==> config.mk <==
export PLATFORM = sky130hd
export DESIGN_NAME = mct_controller
export DESIGN_NICKNAME = d
export VERILOG_FILES = /design/src/hdl/mct_pkg.sv /design/src/hdl/mct_controller.sv
export SDC_FILE = /design/constraint.sdc
export NUM_CORES = 1
export LEC_CHECK = 0
export ABC_CLOCK_PERIOD_IN_PS = 2750
export BUFFER_PORTS_ARGS = -buffer_cell sky130_fd_sc_hd__buf_2
export CAP_MARGIN = 30
export CORE_AREA = 4 4 41 43
export DETAILED_ROUTE_END_ITERATION = 10
export DIE_AREA = 0 0 45 47
export PLACE_DENSITY_LB_ADDON = 0.12
export SETUP_SLACK_MARGIN = 0.4
export SLEW_MARGIN = 20
export SYNTH_ARGS = -nofsm -noshare
export SYNTH_HDL_FRONTEND = slang
export SYNTH_SLANG_ARGS = --single-unit
export TNS_END_PERCENT = 10
==> constraint.sdc <==
create_clock -name clk -period 2.75 [get_ports clk]
set_input_delay 0.55 -clock clk [delete_from_list [all_inputs] [get_ports clk]]
set_output_delay 0.55 -clock clk [all_outputs]
set_load 0.005 [all_outputs]
==> src/hdl/mct_pkg.sv <==
// ----------------------------------------------------------------------------
// mct_pkg
// Types and constants shared by the capability table core.
// ----------------------------------------------------------------------------
`timescale 1ns / 1ps
`default_nettype none

package mct_pkg;

  // operation codes
  localparam logic [1:0] OP_DERIVE = 2'd0;
  localparam logic [1:0] OP_REVOKE = 2'd1;
  localparam logic [1:0] OP_DELETE = 2'd2;

  // slot arithmetic: index + fuel, compared against depths up to 511
  localparam int SLOT_W = 9;

  typedef struct packed {
    logic [6:0]  owner;
    logic [6:0]  fuel;
    logic [6:0]  fuel_limit;
    logic [2:0]  perms;
    logic [31:0] base;
    logic [31:0] size;
  } entry_t;

  localparam entry_t ROOT_ENTRY = '{
    owner:      7'd0,
    fuel:       7'd64,
    fuel_limit: 7'd64,
    perms:      3'h7,
    base:       32'h8000_0000,
    size:       32'h0001_0000
  };

  typedef enum logic [1:0] {
    ST_IDLE,
    ST_FETCH,
    ST_DECIDE,
    ST_CHILD
  } state_t;

  typedef struct packed {
    logic accept;
    logic fetch;
    logic commit;
    logic child_wr;
  } ctrl_cmd_t;

  typedef struct packed {
    logic derive_ok;
  } dp_status_t;

endpackage

`default_nettype wire

==> src/hdl/mct_controller.sv <==
// ----------------------------------------------------------------------------
// mct_controller
// Sequencer for one transaction: fetch, decide, optional child write.
// ----------------------------------------------------------------------------
`timescale 1ns / 1ps
`default_nettype none

module mct_controller (
  input  wire logic               clk,
  input  wire logic               rst_n,
  input  wire logic               in_valid,
  output logic                    in_ready,
  output logic                    out_valid,
  input  wire logic               out_ready,
  input  wire mct_pkg::dp_status_t status,
  output mct_pkg::ctrl_cmd_t      cmd
);

  mct_pkg::state_t state_r;
  mct_pkg::state_t state_nxt;
  logic            out_valid_r;
  logic            out_valid_nxt;
  logic            out_free;

  assign out_free = !out_valid_r || out_ready;

  // next state
  always_comb begin
    state_nxt = state_r;
    unique case (state_r)
      mct_pkg::ST_IDLE: begin
        if (in_valid) state_nxt = mct_pkg::ST_FETCH;
      end
      mct_pkg::ST_FETCH: begin
        state_nxt = mct_pkg::ST_DECIDE;
      end
      mct_pkg::ST_DECIDE: begin
        if (out_free) begin
          state_nxt = status.derive_ok ? mct_pkg::ST_CHILD : mct_pkg::ST_IDLE;
        end
      end
      mct_pkg::ST_CHILD: begin
        state_nxt = mct_pkg::ST_IDLE;
      end
      default: state_nxt = mct_pkg::ST_IDLE;
    endcase
  end

  // outputs
  always_comb begin
    in_ready     = 1'b0;
    cmd          = '0;
    unique case (state_r)
      mct_pkg::ST_IDLE: begin
        in_ready   = 1'b1;
        cmd.accept = in_valid;
      end
      mct_pkg::ST_FETCH: begin
        cmd.fetch = 1'b1;
      end
      mct_pkg::ST_DECIDE: begin
        cmd.commit = out_free;
      end
      mct_pkg::ST_CHILD: begin
        cmd.child_wr = 1'b1;
      end
      default: begin
        in_ready = 1'b0;
      end
    endcase
  end

  always_comb begin
    if (cmd.commit) begin
      out_valid_nxt = 1'b1;
    end else if (out_ready) begin
      out_valid_nxt = 1'b0;
    end else begin
      out_valid_nxt = out_valid_r;
    end
  end

  always_ff @(posedge clk) begin
    if (!rst_n) begin
      state_r     <= mct_pkg::ST_IDLE;
      out_valid_r <= 1'b0;
    end else begin
      state_r     <= state_nxt;
      out_valid_r <= out_valid_nxt;
    end
  end

  assign out_valid = out_valid_r;

endmodule

`default_nettype wire

Word level (Yosys, flattened, before mapping)
Cells that the tools add are included.
Word-level totals
  flip-flop bits (word level): 3
  latch bits: 0
  RAM bits: 0
  ROM bits: 0
  input bits: 5
  output and inout port bits: 6
  word-level logic and storage cells: 23
  memories: 0
Cells by class
  add/subtract/negate cells: 0
  multipliers: 0
  divide/modulo/power cells: 0
  order comparisons: 0
  equal/unequal tests: 5
  shifts and indexed selects: 0
  muxes and demuxes: 11
  bitwise logic cells: 0
  reduce and logical (&&, ||, !) cells: 5
Operators by type and width (number)
  $pmux W2 S4: 1
  $mux W1: 7
  $mux W2: 3
  $eq A2 B2 Y1 const B: 2
  $ne A2 B2 Y1 const B: 2
  $eq A2 B1 Y1 const B: 1
  $logic_not A2 Y1: 1
  $reduce_and A2 Y1: 1
  $reduce_bool A2 Y1: 1
  $logic_not A1 Y1: 1
  $logic_or A1 B1 Y1: 1

Depth between registers and ports, before layout
Gate-level depths: netlist of the first run.
  depth in word-level cells: 4
  gate-level depth with buffers: 3
  depth with buffers taken out: 3

Worst setup path after synthesis of the first run
No wires, ideal clock.
  kind: input-to-output
  from: input out_ready
  to: output cmd[1] (netlist bit)
  arrival time: 1017 ps
  required time: 2200 ps
  path slack: 1183 ps
  stages on the path: 3
  buffers on the path: 1
  path through: nand2b_1 and2b_2 buf_4
RTL lines
  start, declared: line mct_controller.sv:14  | input wire logic out_ready,
  end, declared: line mct_controller.sv:16  | output mct_pkg::ctrl_cmd_t cmd

==> summary.txt, run 1 <==
Run status
  • Outcome: complete, no violations

Critical path
  • Critical Path Max Stage Delay: 0.20 ns
  • Crit end category: output port
  • CP max-delay cell: and2b_2
  • WP buf/inv: 2
  • Top delay family on crit path: simple AND/OR/NAND/NOR gates
  • CP Max Fanout: 4
  • Worst EP arrival: 1.13 ns
  • Worst setup SP type: primary input
  • Cell repeated most along the worst path: buf_2
  • WS Path Type: primary input to output port
  • Worst EP required: 2.20 ns
  • CP cell instances: buf_2 -> nand2b_1 -> and2b_2 -> buf_2

Placement
  • Port Buffers: 10
  • Global placer's final weighted congestion: 0.573

Logic synthesis
  • Mapped cell area: 156 um^2
  • Post-Syn Nets: 23
  • Sequential fraction of the synthesis area: 0.384
  • Synthesized instance count: 18
  • #FFs+latches synth: 3
  • Synth Area per Inst: 8.69 um^2
  • Syn. warnings: 0
  • Synth unique cells: 14

STA
  • Maximum operating frequency: 594 MHz
  • Slew HR: 0.869
  • Tcrit/Tclk final: 0.612
  • Worst-Margin Slew: 0.196 ns
  • Final setup violation count: 0
  • Final TNS setup: 0 ns
  • Setup Skew: 0.00267 ns
  • Tmin final: 1.68 ns
  • RSZ-0062 raised after global routing: no
  • Final hold vios: 0
  • Slew Limit Fails: 0

Route
  • Vias post-DR: 153
  • Remaining antenna violation count after routing: 0
  • DRC viols: 0
  • Drt pass-1 iters: 2
  • Drt via density: 3.33
  • Iteration-0 DRC Markers: 2
  • Post-Route WL: 422 um
  • WL per Instance: 9.17 um

Power
  • Worst vdd ir: 0.000236 V
  • Post-layout power: 0.145 mW
  • LEAKAGE: 0.120 nW
  • Pwr/cell area: 595 nW/um^2

Floorplan
  • Die area: 2120 um^2
  • Starting Density: 0.120
  • Cell row count: 13
  • Die X: 45 um
  • IO Pins: 11
  • Total core area: 1300 um^2
  • Die H: 47 um

Clocking
  • CTS sink cnt: 3
  • PostCTS Resize Cnt: 0
  • CTS Buf Count: 3
  • CTS clk-pin slew, worst paths: 0.03 ns
  • # hold bufs at CTS: 0
  • Max clock buf depth: 2
  • Post-CTS setup buffers: 0
  • H-tree depth: 1
  • CTS tree: yes
  • Root buffer cell: clkbuf_4
  • Clk Latency, worst-skew pair: 0.23 ns

Global routing
  • Vias in the first global route: 163
  • Largest net degree at the start of global routing: 7
  • GRT overflow: 0
  • GRT Total Usage: 0.0481
  • Wire length of the first global-routing pass: 641 um
  • Initial antenna violation count: 0

Finish
  • Share of post-route cells with drive strength above 1: 0.484
  • Area grow syn2layout: 56.0%
  • Inserted Diodes: 0
  • Most frequent cells in the layout: 10 x buf_2, 3 x clkbuf_4, 3 x dfxtp_1
  • Fill cells: 162
  • Commonest non-fill, non-tap cell in the layout: buf_2
  • Nets@finish: 37

Hold path
  • Min-delay worst type: flip-flop to flip-flop

Job
  • Max-cap violations: 0
[through the flow]
step,worst slack (ns),utilization,cells,hold slack (ns),cell area [um^2]
floorplan,1.18,-,18,0.441,156
global placement,1.08,0.167,42,0.489,218
detailed placement,1.06,0.167,42,0.484,218
CTS,1.06,0.188,46,0.491,244
global route,1.03,0.188,46,0.511,244
finish,1.07,0.188,46,0.486,244
[flip-flops by register name, indices dropped and copies added (netlist names)]
signal / flops
out_valid: 1
state_r: 2
[synth_stat cells (all sizes together)]
cell type	n	area [um^2]
a21boi	1	7.51
a21oi	1	5.00
a31oi	1	6.26
and2	2	13.8
and2b	1	8.76
buf	1	7.51
dfxtp	3	60.1
inv	1	3.75
nand2b	2	12.5
nor2	1	3.75
nor2b	2	12.5
nor3b	1	7.51
o21a	1	7.51
[cells by family (layout without fill, tap and decap cells)]
kind of cell    after synthesis  in the layout  share of synthesized area
flops                         3              3                      0.384
buf+inv                       2             15                     0.0720
compound gates                4              4                      0.168
simple gates                  9              9                      0.376
[power breakdown]
group / internal, mW / total (mW) / switching (mW)
combinational: 0.0118 / 0.0203 / 0.00850
sequential: 0.0467 / 0.0496 / 0.00297
clock: 0.0542 / 0.0753 / 0.0211
total: 0.113 / 0.145 / 0.0326
[per-layer routing]
metal	GRT usage	part of all wire
met1	0.0431	0.41
met2	0.0678	0.50
met3	0.0575	0.085
met4	0.0175	0
met5	0	0
[area by class of cell]
| class | count | area (um^2) | area share |
|---|---|---|---|
| clock buffer | 4 | 26.3 | 0.108 |
| tap | 15 | 18.8 | 0.0769 |
| sequential | 3 | 60.1 | 0.246 |
| multi-input combinational | 13 | 85.1 | 0.349 |
| inverter | 1 | 3.75 | 0.0154 |
| timing repair buffer | 10 | 50.0 | 0.205 |
[final timing paths]
check                  start         end  slack (ns)  depth (start not counted)
setup / recovery   out_ready      cmd[1]        1.07                          4
hold / removal    state_r[0]  state_r[0]        0.49                          1
setup reg to reg  state_r[1]  state_r[1]        1.88                          3
hold reg to reg   state_r[0]  state_r[0]        0.49                          1
Note: power is estimated with default switching activity, not from simulation.
==> inputs of run 2 (changes only) <==
- ABC_CLOCK_PERIOD_IN_PS: 2750 -> 1500
- clock period: 2.75 -> 1.5 ns (I/O delays scaled with it)
==> summary.txt, run 2 (same netlist as run 1, synthesis figures left out) <==
Power
  • Flop pwr share: 0.328 (was 0.342)
  • Net Sw Power: 0.0649 mW (was 0.0326 mW)
  • Post-layout power: 0.281 mW (was 0.145 mW)
  • LEAKAGE: 0.138 nW (was 0.120 nW)
  • Worst vdd ir: 0.000304 V (was 0.000236 V)
  • Pwr/cell area: 1010 nW/um^2 (was 595 nW/um^2)
  • Switching fraction of total power: 0.231 (was 0.224)
  • Internal power: 0.216 mW (was 0.113 mW)
  • Combinational power share: 0.172 (was 0.140)
  • Clock Power Share: 0.500 (was 0.519)

Finish
  • Fill cells: 152 (was 162)
  • Most frequent cells in the layout: 10 x buf_2, 3 x clkbuf_4, 3 x buf_4 (was 10 x buf_2, 3 x clkbuf_4, 3 x dfxtp_1)
  • Finished Cell Area: 279 um^2 (was 244 um^2)
  • Area grow syn2layout: 78.4% (was 56.0%)
  • Nets@finish: 40 (was 37)
  • Commonest non-fill, non-tap cell in the layout: buf_2 (unchanged)
  • Top reg by flops: state_r (unchanged)
  • Inserted Diodes: 0 (unchanged)
  • Share of post-route cells with drive strength above 1: 0.647 (was 0.484)
  • Max reg flops: 2 (unchanged)

Route
  • DRC viols: 0 (unchanged)
  • Remaining antenna violation count after routing: 0 (unchanged)
  • Top routing layer used: met3 (unchanged)
  • Met2 WL post-DR: 270 um (was 209 um)
  • Drt via density: 3.49 (was 3.33)
  • Vias post-DR: 171 (was 153)
  • Drt pass-1 iters: 1 (was 2)
  • Post-Route WL: 446 um (was 422 um)
  • Met3 wire len: 31 um (was 36 um)
  • WL met1: 144 um (was 175 um)
  • WL per Instance: 9.10 um (was 9.17 um)
  • Iteration-0 DRC Markers: 0 (was 2)

Critical path
  • Worst setup SP type: flip-flop (was primary input)
  • WP buf/inv: 1 (was 2)
  • Crit. path cell count: 3 (was 4)
  • Worst reg2reg path depth: 5 (was 3)
  • Worst EP required: 1.20 ns (was 2.20 ns)
  • Critical Path Max Stage Delay: 0.33 ns (was 0.20 ns)
  • CP max-delay cell: dfxtp_2 (was and2b_2)
  • Crit end category: output port (unchanged)
  • CP Max Fanout: 3 (was 4)
  • WS Path Type: flip-flop to output port (was primary input to output port)
  • Worst EP arrival: 1.00 ns (was 1.13 ns)
  • CP cell instances: nand2b_4 -> and2b_2 -> buf_2 (was buf_2 -> nand2b_1 -> and2b_2 -> buf_2)
  • Top delay family on crit path: flip-flops (was simple AND/OR/NAND/NOR gates)

Clocking
  • CTS sink cnt: 3 (unchanged)
  • CTS clk-pin slew, worst paths: 0.04 ns (was 0.03 ns)
  • CTS Buf Count: 3 (unchanged)
  • H-tree depth: 1 (unchanged)
  • Clk Latency, worst-skew pair: 0.23 ns (about the same)
  • CTS tree: yes (unchanged)
  • Root buffer cell: clkbuf_4 (unchanged)
  • Max clock buf depth: 2 (unchanged)

Placement
  • Post-DP Area: 218 um^2 (unchanged)
  • Global placer's final weighted congestion: 0.630 (was 0.573)
  • Post-DP HPWL: 322 um
  • Port Buffers: 10 (unchanged)

Global routing
  • GRT overflow: 0 (unchanged)
  • Wire length of the first global-routing pass: 676 um (was 641 um)
  • GRT Total Usage: 0.0513 (was 0.0481)
  • Largest net degree at the start of global routing: 7 (unchanged)
  • Initial antenna violation count: 0 (unchanged)
  • Vias in the first global route: 183 (was 163)

STA
  • Slew HR: 0.888 (was 0.869)
  • Tcrit/Tclk final: 0.870
  • RSZ-0062 raised after global routing: yes (was no)
  • Setup Skew: 0.00158 ns (was 0.00267 ns)
  • Tmin final: 1.30 ns
  • Final hold vios: 0 (unchanged)
  • Hold_ws: 0.304 ns (was 0.486 ns)
  • Final TNS setup: 0 ns (unchanged)
  • Slew Limit Fails: 0 (unchanged)
  • Worst-Margin Slew: 0.167 ns (was 0.196 ns)
  • Maximum operating frequency: 766 MHz
  • Final setup violation count: 0 (unchanged)

Floorplan
  • Die H: 47 um (unchanged)
  • Cell row count: 13 (unchanged)
  • Die X: 45 um (unchanged)
  • Starting Density: 0.120 (unchanged)
  • Total core area: 1300 um^2 (unchanged)
  • IO Pins: 11 (unchanged)
  • Die area: 2120 um^2 (unchanged)

Hold path
  • Min-delay worst type: primary input to flip-flop (was flip-flop to flip-flop)
  • Hold path depth: 2 (was 1)

Job
  • Max-cap violations: 0 (unchanged)

Run status
  • Outcome: complete, no violations (unchanged)
## run 2: cell types whose count changed in the layout (fill, tap and decap cells not counted), sizes merged
cell,previous run,this run
buf,10,13
## run 2: per-layer routing
metal / GRT usage / up-vias
met5: 0 / -
li1: - / 89
met1: 0.0362 / 78
met2: 0.0876 / 4
met3: 0.0230 / 0
met4: 0.0702 / 0
## run 2: power by group through the flow
| stage | registers [mW] | clock network [mW] | logic, mW |
|---|---|---|---|
| floorplan | 0.0907 | 0 | 0.0209 |
| global placement | 0.0919 | 0 | 0.0378 |
| detailed placement | 0.0916 | 0 | 0.0378 |
| CTS | 0.0916 | 0.151 | 0.0474 |
| global route | 0.0934 | 0.157 | 0.0534 |
| finish | 0.0921 | 0.141 | 0.0484 |
## run 2: metrics by stage
stage                     cells  utilization  worst slack (ns)
final                        49        0.214             0.195
after global routing         49        0.214             0.147
after CTS                    48        0.209             0.191
after detailed placement     42        0.167             0.309
after global placement       42        0.167             0.308
after floorplan              18            -             0.405
## run 2: worst paths after layout
path                            slack (ns)         end        from
worst max-delay path                  0.20      cmd[1]  state_r[0]
worst min-delay path                  0.30  state_r[1]       rst_n
worst max register to register        0.51  state_r[1]  state_r[1]
worst min register to register        0.52  state_r[0]  state_r[0]
## run 2: final cells by class
type	count	area [um^2]	share of cell area
clock buffer	4	26.3	0.0942
inverter	1	3.75	0.0135
multi-input combinational	13	95.1	0.341
sequential	3	62.6	0.224
tap	15	18.8	0.0673
timing repair buffer	13	72.6	0.260
## run 2: what timing repair did
| action | CTS | global route |
|---|---|---|
| endpoints found under the setup margin | 5 | 5 |
| gates resized for setup | 4 | 0 |
| hold buffers | 0 | 0 |
| setup buffers | 2 | 1 |
| hold endpoints to repair | 0 | 0 |
## run 2: worst reg2reg max path, cell delays in order, from the launching register on
cell and delay [ns]:
dfxtp_2 0.39, nand2b_4 0.06, buf_4 0.12, buf_4 0.12, a21oi_1 0.11, o21a_1 0.11
==> inputs of run 3 (changes only) <==
--- a/config.mk
+++ b/config.mk
@@ -11,2 +11,3 @@
 export CORE_AREA = 4 4 41 43
+export CTS_CLUSTER_DIAMETER = 200
 export DETAILED_ROUTE_END_ITERATION = 10
==> constraint.sdc (replaced) <==
create_clock -name clk -period 1.5 [get_ports clk]
set_input_delay 0.375 -clock clk [delete_from_list [all_inputs] [get_ports clk]]
set_output_delay 0.375 -clock clk [all_outputs]
set_load 0.005 [all_outputs]
==> summary.txt, run 3 (same netlist as run 1, synthesis figures left out) <==
Run status
  • Outcome: complete, no violations (unchanged)

Finish
  • Share of post-route cells with drive strength above 1: 0.613 (was 0.647)
  • Most frequent cells in the layout: 9 x buf_2, 3 x clkbuf_4, 2 x nand2b_4, 2 x nor2b_1, 2 x dfxtp_2 (was 10 x buf_2, 3 x clkbuf_4, 3 x buf_4)
  • Commonest non-fill, non-tap cell in the layout: buf_2 (unchanged)
  • Top reg by flops: state_r (unchanged)
  • Inserted Diodes: 0 (unchanged)
  • Fill cells: 159 (was 152)
  • Nets@finish: 37 (was 40)
  • Max reg flops: 2 (unchanged)
  • Fin cells: 46 (was 49)
  • Area grow syn2layout: 71.2% (was 78.4%)

Clocking
  • CTS clk-pin slew, worst paths: 0.04 ns (about the same)
  • CTS sink cnt: 3 (unchanged)
  • Max clock buf depth: 2 (unchanged)
  • Post-CTS setup buffers: 0 (was 2)
  • Clk Latency, worst-skew pair: 0.23 ns (about the same)
  • # hold bufs at CTS: 0 (unchanged)
  • Root buffer cell: clkbuf_4 (unchanged)
  • CTS Buf Count: 3 (unchanged)
  • CTS tree: yes (unchanged)
  • H-tree depth: 1 (unchanged)

Hold path
  • Hold Crit Start: rst_n (unchanged)
  • Min-delay worst type: primary input to flip-flop (unchanged)
  • Hold path depth: 2 (unchanged)
  • Hold EP: state_r[1] (unchanged)

Power
  • Post-layout power: 0.278 mW (was 0.281 mW)
  • LEAKAGE: 0.130 nW (was 0.138 nW)
  • Worst vdd ir: 0.000260 V (was 0.000304 V)
  • Pwr/cell area: 1040 nW/um^2 (was 1010 nW/um^2)

STA
  • Tmin final: 1.40 ns (was 1.30 ns)
  • Setup Skew: 0.00702 ns (was 0.00158 ns)
  • Final setup violation count: 0 (unchanged)
  • Worst-Margin Slew: 0.156 ns (was 0.167 ns)
  • RSZ-0062 raised after global routing: yes (unchanged)
  • Final hold vios: 0 (unchanged)
  • Final TNS setup: 0 ns (unchanged)
  • Slew HR: 0.895 (was 0.888)
  • Tcrit/Tclk final: 0.935 (was 0.870)
  • Slew Limit Fails: 0 (unchanged)
  • Maximum operating frequency: 713 MHz (was 766 MHz)

Floorplan
  • IO Pins: 11 (unchanged)
  • Die X: 45 um (unchanged)
  • Die area: 2120 um^2 (unchanged)
  • Die H: 47 um (unchanged)
  • Total core area: 1300 um^2 (unchanged)
  • Cell row count: 13 (unchanged)
  • Starting Density: 0.120 (unchanged)

Placement
  • Placed Instances: 42 (unchanged)
  • Global placer's final weighted congestion: 0.699 (was 0.630)
  • Port Buffers: 10 (unchanged)
  • Post-DP HPWL: 322 um (unchanged)

Route
  • Iteration-0 DRC Markers: 1 (was 0)
  • Drt pass-1 iters: 4 (was 1)
  • Remaining antenna violation count after routing: 0 (unchanged)
  • WL per Instance: 8.72 um (was 9.10 um)
  • Vias post-DR: 161 (was 171)
  • Drt via density: 3.50 (was 3.49)
  • Post-Route WL: 401 um (was 446 um)
  • DRC viols: 0 (unchanged)

Critical path
  • CP max-delay cell: dfxtp_2 (unchanged)
  • Worst R2R End: state_r[0] (was state_r[1])
  • Worst EP required: 1.12 ns (was 1.20 ns)
  • CP cell instances: nand2b_4 -> and2b_2 -> buf_6 (was nand2b_4 -> and2b_2 -> buf_2)
  • Worst setup SP type: flip-flop (unchanged)
  • WS Path Type: flip-flop to output port (unchanged)
  • WP buf/inv: 1 (unchanged)
  • FF-to-FF Start: out_valid (was state_r[1])
  • CP Max Fanout: 5 (was 3)
  • Critical Path Max Stage Delay: 0.34 ns (was 0.33 ns)
  • Worst EP arrival: 1.03 ns (was 1.00 ns)
  • Top delay family on crit path: flip-flops (unchanged)
  • Crit end category: output port (unchanged)
  • R2R setup slack: 0.71 ns (was 0.51 ns)
  • Worst reg2reg path depth: 3 (was 5)

Global routing
  • Wire length of the first global-routing pass: 717 um (was 676 um)
  • GRT Total Usage: 0.0584 (was 0.0513)
  • Initial antenna violation count: 0 (unchanged)
  • GRT overflow: 0 (unchanged)
  • Vias in the first global route: 158 (was 183)
  • Largest net degree at the start of global routing: 7 (unchanged)

Job
  • Max-cap violations: 0 (unchanged)
[run 3: cell count changes in the layout (fill, tap and decap cells not counted)]
cell	before	now
nor2_1	0	1
nor2_2	1	0
buf_4	3	0
nand2b_4	1	2
buf_6	0	1
buf_2	10	9
nand2b_1	1	0
[run 3: routing by layer]
layer | global-route usage | part of all wire
met5 | 0 | 0
met4 | 0.0702 | 0
met3 | 0.0613 | 0.12
met2 | 0.0565 | 0.39
met1 | 0.0588 | 0.48
[run 3: repair_timing]
| action | 4_1_cts | 5_1_grt |
|---|---|---|
| gates resized for setup | 3 | 1 |
| pin swaps | 0 | 0 |
| endpoints found under the setup margin | 6 | 6 |
[run 3: power by group]
group          internal (mW)  switching, mW  leakage [nW]
sequential            0.0863        0.00670        0.0253
clock                 0.0998         0.0431        0.0150
combinational         0.0267         0.0156        0.0899
[run 3: worst max path at each step]
stage	start	end	cells past startpoint
floorplan	out_ready	cmd[1]	3
global placement	out_ready	cmd[1]	4
detailed placement	out_ready	cmd[1]	4
CTS	state_r[0]	cmd[1]	3
global route	state_r[0]	cmd[1]	3
finish	state_r[0]	cmd[1]	3
[run 3: area by class of cell]
cell class	instances	area [um^2]	share of cell area
inverters	1	3.75	0.0140
flip-flops and latches	3	62.6	0.234
clock buffers	4	26.3	0.0981
well taps	15	18.8	0.0701
repair buffers	10	56.3	0.210
multi-input cells	13	100	0.374
[run 3: through the flow]
step	hold slack (ns)	setup WS (ns)	util	cell area, um^2
6_report	0.376	0.0976	0.206	268
5_1_grt	0.377	0.0321	0.206	268
4_1_cts	0.368	0.0853	0.201	262
3_5_place_dp	0.479	0.217	0.173	225
3_3_place_gp	0.481	0.217	0.173	225
2_1_floorplan	0.441	0.330	-	168
